### src/cwd_pkg.sv
`timescale 1ns / 1ps
`default_nettype none

package cwd_pkg;

   // request kinds carried on req_tuser
   typedef enum logic [1:0] {
      ACT_WORK    = 2'd0,
      ACT_HELLO   = 2'd1,
      ACT_READY   = 2'd2,
      ACT_GOODBYE = 2'd3
   } action_type;

   // result status carried on rsp_tuser
   typedef enum logic [1:0] {
      STATUS_OK         = 2'd0,
      STATUS_NO_WORKERS = 2'd1,
      STATUS_QUEUE_FULL = 2'd2,
      STATUS_UNKNOWN    = 2'd3
   } status_type;

   localparam int SLOT_FIELD_BITS   = 3;
   localparam int AMOUNT_FIELD_BITS = 8;
   localparam int VALUE_FIELD_BITS  = 64;

   localparam int CREDIT_BITS = 16;
   localparam int USES_BITS   = 32;
   localparam int TBL_BITS    = CREDIT_BITS + USES_BITS;

   localparam logic [CREDIT_BITS-1:0] CREDIT_MAX = '1;
   localparam logic [USES_BITS-1:0]   USES_MAX   = '1;

   // tdata layouts, padded to whole bytes
   localparam int REQ_SLOT_LSB   = 0;
   localparam int REQ_AMOUNT_LSB = REQ_SLOT_LSB + SLOT_FIELD_BITS;
   localparam int REQ_VALUE_LSB  = REQ_AMOUNT_LSB + AMOUNT_FIELD_BITS;
   localparam int REQ_TDATA_BITS = 80;
   localparam int RSP_TDATA_BITS = 72;
   localparam int RSP_PAD_BITS   = RSP_TDATA_BITS - SLOT_FIELD_BITS - VALUE_FIELD_BITS;

endpackage

`default_nettype wire

### src/credit_work_dispatcher.sv
// Work, ready to an unknown worker and an ignored hello scan the worker table, then
// decide on a dispatch and, when they dispatch, fetch the queued value. Ready or hello to
// an existing worker first read-modify-writes its entry; hello creating a worker first
// scans for the largest uses and writes the new entry. Goodbye goes straight to the result.
// A stalled result adds its stall. The next transaction is accepted once the result is
// registered and the sequencer is idle again; the table scan reads one slot per cycle.
// Reset (synchronous, active high) clears the worker table valid bits, queue pointers,
// sequencer and output valid; the queue storage is not cleared.
`timescale 1ns / 1ps
`default_nettype none

module credit_work_dispatcher #(
   parameter int WORKER_SLOTS = 8,
   parameter int QUEUE_DEPTH  = 16,
   parameter int VALUE_BITS   = 64
) (
   input  wire                                  clock,
   input  wire                                  reset,
   input  wire                                  req_tvalid,
   output logic                                 req_tready,
   // [2:0] worker_slot, [10:3] credit_amount, [74:11] work_value, rest zero
   input  wire  [cwd_pkg::REQ_TDATA_BITS-1:0]   req_tdata,
   // [1:0] action
   input  wire  [1:0]                           req_tuser,
   output logic                                 rsp_tvalid,
   input  wire                                  rsp_tready,
   // [2:0] target_worker, [66:3] sent_value, rest zero
   output logic [cwd_pkg::RSP_TDATA_BITS-1:0]   rsp_tdata,
   // [0] dispatched, [2:1] status
   output logic [2:0]                           rsp_tuser
);

   localparam int SLOT_BITS = (WORKER_SLOTS > 1) ? $clog2(WORKER_SLOTS) : 1;
   localparam int QB        = (QUEUE_DEPTH > 1) ? $clog2(QUEUE_DEPTH) : 1;
   localparam int CB        = cwd_pkg::CREDIT_BITS;
   localparam int UB        = cwd_pkg::USES_BITS;

   typedef enum logic [3:0] {
      ST_IDLE,
      ST_ACT,
      ST_RMW_RD,
      ST_RMW_WR,
      ST_SCAN,
      ST_NEW_WR,
      ST_DECIDE,
      ST_FETCH,
      ST_RESULT
   } state_type;

   state_type                              state_ff, state_in;

   // latched transaction
   cwd_pkg::action_type                    act_ff, act_in;
   logic [cwd_pkg::SLOT_FIELD_BITS-1:0]    slot_ff, slot_in;
   logic [cwd_pkg::AMOUNT_FIELD_BITS-1:0]  amount_ff, amount_in;
   logic [VALUE_BITS-1:0]                  value_ff, value_in;

   logic [WORKER_SLOTS-1:0]                present_ff, present_in;
   logic [QB-1:0]                          head_ff, head_in;
   logic [QB-1:0]                          tail_ff, tail_in;
   logic [QB:0]                            count_ff, count_in;

   // scan state
   logic [SLOT_BITS:0]                     scan_cnt_ff, scan_cnt_in;
   logic                                   scan_max_ff, scan_max_in;
   logic                                   cmp_valid_ff, cmp_valid_in;
   logic [SLOT_BITS-1:0]                   cmp_idx_ff, cmp_idx_in;
   logic                                   found_ff, found_in;
   logic [SLOT_BITS-1:0]                   best_idx_ff, best_idx_in;
   logic [CB-1:0]                          best_credit_ff, best_credit_in;
   logic [UB-1:0]                          best_uses_ff, best_uses_in;
   logic [UB-1:0]                          maxu_ff, maxu_in;

   cwd_pkg::status_type                    status_ff, status_in;
   logic                                   disp_ff, disp_in;
   logic [SLOT_BITS-1:0]                   target_ff, target_in;

   logic                                   rsp_valid_ff, rsp_valid_in;
   logic                                   rsp_disp_ff, rsp_disp_in;
   logic [cwd_pkg::SLOT_FIELD_BITS-1:0]    rsp_target_ff, rsp_target_in;
   logic [cwd_pkg::VALUE_FIELD_BITS-1:0]   rsp_value_ff, rsp_value_in;
   cwd_pkg::status_type                    rsp_status_ff, rsp_status_in;

   // memories
   logic [cwd_pkg::TBL_BITS-1:0]           tbl_mem [WORKER_SLOTS];
   logic [cwd_pkg::TBL_BITS-1:0]           tbl_rd_ff;
   logic                                   tbl_we, tbl_re;
   logic [SLOT_BITS-1:0]                   tbl_waddr, tbl_raddr;
   logic [cwd_pkg::TBL_BITS-1:0]           tbl_wdata;
   logic [VALUE_BITS-1:0]                  q_mem [QUEUE_DEPTH];
   logic [VALUE_BITS-1:0]                  q_rd_ff;
   logic                                   q_we, q_re;

   logic                                   scan_go;
   logic                                   slot_ok;
   logic [SLOT_BITS-1:0]                   slot_idx;
   logic                                   known;
   logic                                   any_present;
   logic [WORKER_SLOTS-1:0]                present_left;
   logic [CB-1:0]                          rd_credit;
   logic [UB-1:0]                          rd_uses;
   logic [CB:0]                            credit_sum;
   logic                                   q_full;

   assign slot_ok     = 32'(slot_ff) < 32'(WORKER_SLOTS);
   assign slot_idx    = SLOT_BITS'(32'(slot_ff));
   assign known       = slot_ok && present_ff[slot_idx];
   assign any_present = |present_ff;
   assign rd_credit   = tbl_rd_ff[CB-1:0];
   assign rd_uses     = tbl_rd_ff[cwd_pkg::TBL_BITS-1:CB];
   assign credit_sum  = {1'b0, rd_credit} + (CB + 1)'(amount_ff);
   assign q_full      = count_ff == (QB + 1)'(QUEUE_DEPTH);

   assign req_tready = state_ff == ST_IDLE;
   assign rsp_tvalid = rsp_valid_ff;
   assign rsp_tdata  = {{cwd_pkg::RSP_PAD_BITS{1'b0}}, rsp_value_ff, rsp_target_ff};
   assign rsp_tuser  = {rsp_status_ff, rsp_disp_ff};

   always_comb begin
      present_left = present_ff;
      present_left[slot_idx] = 1'b0;
   end

   always_comb begin
      state_in       = state_ff;
      act_in         = act_ff;
      slot_in        = slot_ff;
      amount_in      = amount_ff;
      value_in       = value_ff;
      present_in     = present_ff;
      head_in        = head_ff;
      tail_in        = tail_ff;
      count_in       = count_ff;
      scan_cnt_in    = scan_cnt_ff;
      scan_max_in    = scan_max_ff;
      cmp_valid_in   = 1'b0;
      cmp_idx_in     = cmp_idx_ff;
      found_in       = found_ff;
      best_idx_in    = best_idx_ff;
      best_credit_in = best_credit_ff;
      best_uses_in   = best_uses_ff;
      maxu_in        = maxu_ff;
      status_in      = status_ff;
      disp_in        = disp_ff;
      target_in      = target_ff;
      rsp_valid_in   = rsp_valid_ff && !rsp_tready;
      rsp_disp_in    = rsp_disp_ff;
      rsp_target_in  = rsp_target_ff;
      rsp_value_in   = rsp_value_ff;
      rsp_status_in  = rsp_status_ff;
      tbl_we         = 1'b0;
      tbl_re         = 1'b0;
      tbl_waddr      = '0;
      tbl_raddr      = '0;
      tbl_wdata      = '0;
      q_we           = 1'b0;
      q_re           = 1'b0;
      scan_go        = 1'b0;

      case (state_ff)
         ST_IDLE: begin
            if (req_tvalid) begin
               act_in    = cwd_pkg::action_type'(req_tuser);
               slot_in   = req_tdata[cwd_pkg::REQ_SLOT_LSB +: cwd_pkg::SLOT_FIELD_BITS];
               amount_in = req_tdata[cwd_pkg::REQ_AMOUNT_LSB +: cwd_pkg::AMOUNT_FIELD_BITS];
               value_in  = req_tdata[cwd_pkg::REQ_VALUE_LSB +: VALUE_BITS];
               state_in  = ST_ACT;
            end
         end
         ST_ACT: begin
            status_in = cwd_pkg::STATUS_OK;
            disp_in   = 1'b0;
            target_in = '0;
            scan_max_in = 1'b0;
            case (act_ff)
               cwd_pkg::ACT_WORK: begin
                  if (!any_present) begin
                     status_in = cwd_pkg::STATUS_NO_WORKERS;
                  end else if (q_full) begin
                     status_in = cwd_pkg::STATUS_QUEUE_FULL;
                  end else begin
                     q_we     = 1'b1;
                     tail_in  = (tail_ff == QB'(QUEUE_DEPTH - 1)) ? '0 : tail_ff + 1'b1;
                     count_in = count_ff + 1'b1;
                  end
                  scan_go = 1'b1;
               end
               cwd_pkg::ACT_HELLO: begin
                  if (!slot_ok) begin
                     status_in = cwd_pkg::STATUS_UNKNOWN;
                     scan_go   = 1'b1;
                  end else if (known) begin
                     state_in = ST_RMW_RD;
                  end else begin
                     // new worker: find the largest uses first
                     scan_max_in = 1'b1;
                     scan_go     = 1'b1;
                  end
               end
               cwd_pkg::ACT_READY: begin
                  if (known) begin
                     state_in = ST_RMW_RD;
                  end else begin
                     status_in = cwd_pkg::STATUS_UNKNOWN;
                     scan_go   = 1'b1;
                  end
               end
               cwd_pkg::ACT_GOODBYE: begin
                  if (known) begin
                     present_in[slot_idx] = 1'b0;
                     if (present_left == '0) begin
                        head_in  = '0;
                        tail_in  = '0;
                        count_in = '0;
                     end
                  end else begin
                     status_in = cwd_pkg::STATUS_UNKNOWN;
                  end
                  state_in = ST_RESULT;
               end
               default: begin
                  state_in = ST_RESULT;
               end
            endcase
         end
         ST_RMW_RD: begin
            tbl_re    = 1'b1;
            tbl_raddr = slot_idx;
            state_in  = ST_RMW_WR;
         end
         ST_RMW_WR: begin
            tbl_we    = 1'b1;
            tbl_waddr = slot_idx;
            if (act_ff == cwd_pkg::ACT_HELLO) begin
               tbl_wdata = {rd_uses, credit_sum[CB] ? cwd_pkg::CREDIT_MAX : credit_sum[CB-1:0]};
            end else begin
               tbl_wdata = {rd_uses,
                            (rd_credit == cwd_pkg::CREDIT_MAX) ? rd_credit : rd_credit + 1'b1};
            end
            scan_go = 1'b1;
         end
         ST_SCAN: begin
            // reads issue one slot ahead of the compare
            if (scan_cnt_ff < (SLOT_BITS + 1)'(WORKER_SLOTS)) begin
               tbl_re       = 1'b1;
               tbl_raddr    = scan_cnt_ff[SLOT_BITS-1:0];
               cmp_valid_in = 1'b1;
               cmp_idx_in   = scan_cnt_ff[SLOT_BITS-1:0];
               scan_cnt_in  = scan_cnt_ff + 1'b1;
            end else begin
               state_in = scan_max_ff ? ST_NEW_WR : ST_DECIDE;
            end
            if (cmp_valid_ff && present_ff[cmp_idx_ff]) begin
               if (scan_max_ff) begin
                  if (rd_uses > maxu_ff) begin
                     maxu_in = rd_uses;
                  end
               end else if (!found_ff || rd_credit > best_credit_ff ||
                            (rd_credit == best_credit_ff && rd_uses < best_uses_ff)) begin
                  found_in       = 1'b1;
                  best_idx_in    = cmp_idx_ff;
                  best_credit_in = rd_credit;
                  best_uses_in   = rd_uses;
               end
            end
         end
         ST_NEW_WR: begin
            tbl_we               = 1'b1;
            tbl_waddr            = slot_idx;
            tbl_wdata            = {maxu_ff, CB'(amount_ff)};
            present_in[slot_idx] = 1'b1;
            scan_max_in          = 1'b0;
            scan_go              = 1'b1;
         end
         ST_DECIDE: begin
            if (found_ff && best_credit_ff != '0 && count_ff != '0) begin
               q_re      = 1'b1;
               head_in   = (head_ff == QB'(QUEUE_DEPTH - 1)) ? '0 : head_ff + 1'b1;
               count_in  = count_ff - 1'b1;
               disp_in   = 1'b1;
               target_in = best_idx_ff;
               tbl_we    = 1'b1;
               tbl_waddr = best_idx_ff;
               tbl_wdata = {(best_uses_ff == cwd_pkg::USES_MAX) ? best_uses_ff
                                                                : best_uses_ff + 1'b1,
                            best_credit_ff - 1'b1};
               state_in  = ST_FETCH;
            end else begin
               state_in = ST_RESULT;
            end
         end
         ST_FETCH: begin
            state_in = ST_RESULT;
         end
         ST_RESULT: begin
            if (!rsp_valid_ff || rsp_tready) begin
               rsp_valid_in  = 1'b1;
               rsp_disp_in   = disp_ff;
               rsp_target_in = cwd_pkg::SLOT_FIELD_BITS'(32'(target_ff));
               rsp_value_in  = disp_ff ? cwd_pkg::VALUE_FIELD_BITS'(q_rd_ff) : '0;
               rsp_status_in = status_ff;
               state_in      = ST_IDLE;
            end
         end
         default: begin
            state_in = ST_IDLE;
         end
      endcase

      if (scan_go) begin
         scan_cnt_in = '0;
         found_in    = 1'b0;
         maxu_in     = '0;
         state_in    = ST_SCAN;
      end
   end

   always_ff @(posedge clock) begin
      if (reset) begin
         state_ff     <= ST_IDLE;
         present_ff   <= '0;
         head_ff      <= '0;
         tail_ff      <= '0;
         count_ff     <= '0;
         cmp_valid_ff <= 1'b0;
         rsp_valid_ff <= 1'b0;
      end else begin
         state_ff     <= state_in;
         present_ff   <= present_in;
         head_ff      <= head_in;
         tail_ff      <= tail_in;
         count_ff     <= count_in;
         cmp_valid_ff <= cmp_valid_in;
         rsp_valid_ff <= rsp_valid_in;
      end
      act_ff         <= act_in;
      slot_ff        <= slot_in;
      amount_ff      <= amount_in;
      value_ff       <= value_in;
      scan_cnt_ff    <= scan_cnt_in;
      scan_max_ff    <= scan_max_in;
      cmp_idx_ff     <= cmp_idx_in;
      found_ff       <= found_in;
      best_idx_ff    <= best_idx_in;
      best_credit_ff <= best_credit_in;
      best_uses_ff   <= best_uses_in;
      maxu_ff        <= maxu_in;
      status_ff      <= status_in;
      disp_ff        <= disp_in;
      target_ff      <= target_in;
      rsp_disp_ff    <= rsp_disp_in;
      rsp_target_ff  <= rsp_target_in;
      rsp_value_ff   <= rsp_value_in;
      rsp_status_ff  <= rsp_status_in;
   end

   // worker table: {uses, credit}; an entry read is only used while its slot is present
   always_ff @(posedge clock) begin
      if (tbl_we) begin
         tbl_mem[tbl_waddr] <= tbl_wdata;
      end
      if (tbl_re) begin
         tbl_rd_ff <= tbl_mem[tbl_raddr];
      end
   end

   // work queue storage
   always_ff @(posedge clock) begin
      if (q_we) begin
         q_mem[tail_ff] <= value_ff;
      end
      if (q_re) begin
         q_rd_ff <= q_mem[head_ff];
      end
   end

`ifndef SYNTH
   a_count_bound: assert property (@(posedge clock) disable iff (reset)
      count_ff <= (QB + 1)'(QUEUE_DEPTH))
      else $error("queue count beyond depth");

   a_empty_ptrs: assert property (@(posedge clock) disable iff (reset)
      count_ff == '0 |-> head_ff == tail_ff)
      else $error("empty queue with unequal pointers");

   a_no_workers_empty: assert property (@(posedge clock) disable iff (reset)
      present_ff == '0 |-> count_ff == '0)
      else $error("work queued with no workers present");

   a_dispatch_status: assert property (@(posedge clock) disable iff (reset)
      rsp_valid_ff && rsp_disp_ff |-> rsp_status_ff != cwd_pkg::STATUS_NO_WORKERS)
      else $error("dispatch reported with no workers");
`endif

endmodule

`default_nettype wire

### config.mk
export PLATFORM = sky130hd
export DESIGN_NAME = credit_work_dispatcher
export DESIGN_NICKNAME = d
export VERILOG_FILES = /design/src/cwd_pkg.sv /design/src/credit_work_dispatcher.sv
export SDC_FILE = /design/constraint.sdc
export NUM_CORES = 2
export LEC_CHECK = 0
export ABC_CLOCK_PERIOD_IN_PS = 7400
export BUFFER_PORTS_ARGS = -buffer_cell sky130_fd_sc_hd__buf_2
export CORE_AREA = 2 2 285 428
export CTS_CLUSTER_SIZE = 14
export DETAILED_ROUTE_END_ITERATION = 7
export DIE_AREA = 0 0 287 430
export PLACE_DENSITY = 0.76
export SETUP_SLACK_MARGIN = 0.3
export SLEW_MARGIN = 20
export SYNTH_ARGS = -nofsm -noshare
export SYNTH_HDL_FRONTEND = slang
export SYNTH_SLANG_ARGS = --single-unit
### constraint.sdc
create_clock -name clock -period 7.4 [get_ports clock]
set_input_delay 1.48 -clock clock [delete_from_list [all_inputs] [get_ports clock]]
set_output_delay 1.48 -clock clock [all_outputs]
set_load 0.02 [all_outputs]
### Word level (Yosys, flattened, before mapping)

Memories as Yosys holds them, arrays and structs flattened. A register that Yosys moved wholly into a read port is not among the register bits.
Index checks and enable logic that the tools add are counted.

| word-level totals | value |
|---|---|
| bits of input ports | 86 |
| output and inout port bits | 77 |
| RAM bits | 1,408 |
| memories | 2 |
| word-level logic and storage cells | 203 |
| register bits | 272 |

| cells by class | value |
|---|---|
| bitwise gates (word level) | 6 |
| $lt $le $gt $ge | 7 |
| equal/unequal tests | 41 |
| reductions and logical operators | 38 |
| mux-type cells | 73 |
| add/sub/neg operators | 9 |

Memories:

| memory | depth | width | rd ports | clocked after Yosys merged registers in | wr ports | RTL line | source |
|---|---|---|---|---|---|---|---|
| q_mem | 16 | 64 | 1 | 1 | 1 | credit_work_dispatcher.sv:90 | `logic [VALUE_BITS-1:0] q_mem [QUEUE_DEPTH];` |
| tbl_mem | 8 | 48 | 1 | 1 | 1 | credit_work_dispatcher.sv:85 | `logic [cwd_pkg::TBL_BITS-1:0] tbl_mem [WORKER_SLOTS];` |

Operators with widths:

| cell | number |
|---|---|
| 48-bit case mux with 3 select lines | 1 |
| 4-bit 2-to-1 mux | 13 |
| 16-bit 2-to-1 mux | 3 |
| 48-bit 2-to-1 mux | 1 |
| 32-bit by 1-bit adder with 32-bit output (second input constant) | 1 |
| 32-bit == test (second input constant) | 1 |
| 32-bit > comparator | 1 |
| 32-bit < comparator | 1 |
| 32-bit 2-to-1 mux | 1 |
| 4-bit case mux with 8 select lines | 1 |
| 5-bit 2-to-1 mux | 5 |
| 3-bit != test (second input constant) | 8 |
| 4-bit case mux with 2 select lines | 3 |
| 2-bit != test (second input constant) | 11 |
| 5-bit case mux with 2 select lines | 2 |
| 1-bit 2-to-1 mux | 19 |
| 3-bit case mux with 2 select lines | 3 |
| 6-bit AND reduction | 3 |
| 16-bit by 8-bit adder with 17-bit output | 1 |
| 16-bit by 1-bit adder with 16-bit output (second input constant) | 1 |
| 16-bit == test | 1 |
| 16-bit == test (second input constant) | 1 |
| 4-bit by 3-bit == test with 1-bit output (second input constant) | 4 |
| 16-bit > comparator | 1 |
| 44 further kinds | 87 |

### Logic depth before layout (Yosys ltp)

| logic depth | value |
|---|---|
| word-level depth | 11 |
| depth in mapped cells | 10 |
| depth with buffers taken out | 9 |

### Least setup slack after synthesis

No wires, ideal clock.

| path | value |
|---|---|
| kind | flip-flop to flip-flop |
| start | reg state_ff[3] |
| end | mem tbl_mem[1][0] (netlist bit) (enable) |
| setup time | 0.454 ns |
| path buffers | 3 |
| required time | 6.946 ns |
| clock period less this slack | 6.492 ns |
| arrival time | 6.039 ns |
| setup slack | 0.908 ns |
| cell stages (with the launch flop) | 10 |
| path through | dfxtp_1 -> nand2b_1 -> buf_2 -> or3_1 -> or3_1 -> buf_2 -> inv_2 -> clkbuf_1 -> a32oi_1 -> nor2_1 |

| on the way | value |
|---|---|
| longest elaborated chain between the ends | 5 |

Ends and longest elaborated chain:

| what | RTL line | source |
|---|---|---|
| from (decl) | credit_work_dispatcher.sv:50 | `state_type state_ff, state_in;` |
| from (signal assigned) | credit_work_dispatcher.sv:328 | `state_ff <= state_in;` |
| 4-bit by 2-bit == test with 1-bit output or 4-bit by 3-bit == test with 1-bit output (tied branches) | credit_work_dispatcher.sv:160 | `case (state_ff)` |
| 2-bit OR reduction (no source line) | -- |  |
| 1-bit case mux with 2 select lines | credit_work_dispatcher.sv:160 |  |
| 1-bit 2-to-1 mux | credit_work_dispatcher.sv:359 | `if (tbl_we) begin` |
| 1-bit 2-to-1 mux (not written as such) | credit_work_dispatcher.sv:360 | `tbl_mem[tbl_waddr] <= tbl_wdata;` |
| to (decl) | credit_work_dispatcher.sv:85 |  |

Several ways; a longest one is shown, not always the timed one.

### Final worst setup path

| path | value |
|---|---|
| start | reg state_ff[1] |
| end | mem tbl_mem[5][7] (netlist bit) (enable) |

The elaborated chain is that of the path after synthesis.

==> key figures <==
Placed design
  – Placed Area: 74000 µm²
  – Pre-CTS setup slack: approximately 2700 ps
  – Placed cells: 5502
  – Hpwl dp: 83100 µm
  – Gpl congestion: 0.852
  – IO Port Bufs: 152

Floorplan
  – Num rows: 156
  – Starting density of the core: approximately 59%
  – Io pins: 163
  – Core ar.: 120000 µm²
  – Die area: 123000 µm²
  – Die Y: roughly 430 µm
  – Die X: 287 µm

GRT
  – Total GRT Usage: 26.7%
  – First-pass GRT wire length: between 200000 and 250000 µm
  – GRT overflow: 0
  – Largest net degree at the start of global routing: 193
  – Initial antenna violation count: 2
  – Number of global-route vias before repair: 38200

Timing
  – Min Tclk post-route: 4750 ps
  – Setup TNS: 0 ps
  – Final setup violation count: 0
  – Clock skew: 44.9 ps
  – Period utilization: between 60% and 70%
  – Worst-Margin Slew: about 1200 ps
  – Worst slew margin: 19.4%
  – Worst Hold Slack: 441 ps
  – F_max: 0.211 GHz
  – Pins Over Slew Limit: 0
  – RSZ-0062 raised after global routing: false
  – Final hold vios: 0
  – Setup WS post-layout: 2650 ps

Setup path
  – Crit path kind: flip-flop to flip-flop
  – Critical path startpoint category: flip-flop
  – Crit. End Element: flip-flop
  – Critical path peak fanout: 33
  – Worst endpoint required time: 7810 ps
  – Arr. time, crit path: 5160 ps

Pwr
  – PnR Total Power: around 23 mW
  – Worst VDD drop: 0.000263 V
  – Power density cells: approximately 290 nW/µm²
  – Leakage: 25.0 nW

Clocking
  – CTS tree: built
  – Clk sinks: 1792
  – Max clock buf depth: 3
  – Cts repair resizes: 0
  – # hold bufs at CTS: 0
  – Clock root buffer: clkbuf_16
  – Clock slew at reported path FFs: 60 ps
  – Worst skew pair latency: 800 ps
  – H-tree depth: 4
  – Post-CTS Setup Inserts: 0
  – Num CTS Buffers: 160

Synthesis
  – Sequential-to-total area share from yosys stat: between 70 and 80%
  – Post-synth EDFFs: ~1700
  – Yosys warning count: 0
  – Top post-synthesis cells by area: edfxtp_1, mux4_2, ha_1, dfxtp_1, and2_1
  – Synth Flop Type: edfxtp_1
  – Synth Area per Inst: 18.2 µm²
  – Synthesized flop and latch total: 1792
  – Leading area contributor after synthesis: edfxtp_1
  – Unique masters post-synth: 76
  – Synth Instances: 3909
  – Async SR Flop Fraction: 0%
  – Top cell type's share of synthesized area: 72.8%
  – Mapped Area: 71300 µm²

Routing
  – Vias/cell: approximately 6.5
  – Routed WL: between 150000 and 200000 µm
  – Post-DRT Antenna Nets: 0
  – Remaining DRCs: 0
  – Via count: 37200
  – Wirelength per Cell: approximately 28 µm
  – 1st-iter DRT viols: 3624
  – Detailed Routing Iterations Pass 1: 5

Job
  – Max Cap Violations: 0

Final layout
  – Layout cell share with drive strength beyond 1: 18.9%
  – Final core occ: around two thirds
  – Fin cells: 5768
  – Area Growth Syn to Fin: 10.6%
  – Commonest non-fill, non-tap cell in the layout: edfxtp_1
  – Nets: 4277
  – Final Cell Area: 78800 µm²
  – Commonest non-fill, non-tap cells in the layout: edfxtp_1, mux4_2, nand2_1

Hold path
  – Hold Path Class: flip-flop to flip-flop

Run status
  – Outcome: completed
-- cell families (layout without fill, tap and decap cells) --
| group | Yosys count | count (layout) | synth area share (%) |
|---|---|---|---|
| flops | 1792 | 1792 | 74.6 |
| simple gates | 742 | 742 | 5.11 |
| compound gates | 540 | 540 | 5.26 |
| mux | 365 | 365 | 10.8 |
| buf+inv | 306 | 580 | 1.68 |
| fa+ha+maj | 106 | 106 | 1.87 |
| xor+xnor | 57 | 57 | 0.700 |
| other cells | 1 | 6 | 0.00526 |
-- critical path, stage by stage, from the launching register on --
cell,delay [ps]
dfxtp_1,690
inv_1,190
or3_1,580
or3_2,810
inv_4,530
a32oi_1,330
nor2_4,570
buf_4,610
-- layout make-up --
cell class / instances / area, µm²
flip-flops and latches: 1792 / 53200
fillers: 7724 / 41000
multi-input cells: 1815 / 17200
clock buffers: 197 / 4190
well taps: 1580 / 1980
repair buffers: 216 / 1320
clock inverters: 67 / 583
inverters: 100 / 378
diodes: 1 / 2.50
-- Yosys cell counts, drive strengths merged, types with 64 or more instances --
library cell and count:
mux4 322, ha 105, a21oi 70, clkbuf 155, nand2 263, dfxtp 64
nor2 130, inv 99, o21ai 87, edfxtp 1728, and2 167, a211oi 105
-- layer usage --
| layer | track usage, % | vias to the layer above | wire length, µm |
|---|---|---|---|
| li1 | - | 16000 | - |
| met1 | 33.4 | 19200 | 59200 |
| met2 | 46.5 | 1679 | 85600 |
| met3 | 4.23 | 364 | 11000 |
| met4 | 10.8 | 0 | 6330 |
| met5 | 0 | - | 0 |
-- state kept, by name, indices dropped and copies added, names as in the netlist, 3 cells and up, named ones only --
name,flops
amount_ff,8
best_credit_ff,16
best_idx_ff,3
best_uses_ff,32
cmp_idx_ff,3
count_ff,5
head_ff,4
maxu_ff,32
q_mem,1024
q_rd_ff,64
rsp_target_ff,3
rsp_value_ff,64
scan_cnt_ff,4
slot_ff,3
state_ff,4
tail_ff,4
target_ff,3
tbl_mem,384
tbl_rd_ff,48
value_ff,64
-- report_power, final --
part	internal, mW	switching [mW]	total [mW]
combinational	0.707	1.44	2.15
clock	4.23	3.56	7.79
sequential	12.0	0.694	12.7
-- final timing paths --
| path | cells after the start | slack (ps) | end | start |
|---|---|---|---|---|
| worst max-delay path | 7 | 2650 | tbl_mem[5][7] | state_ff[1] |
| worst min-delay path | 0 | 440 | rsp_target_ff[2] | target_ff[2] |
| worst max register to register | 7 | 2650 | tbl_mem[5][7] | state_ff[1] |
| worst min register to register | 0 | 440 | rsp_target_ff[2] | target_ff[2] |
Power figures use the tool's default switching activity.
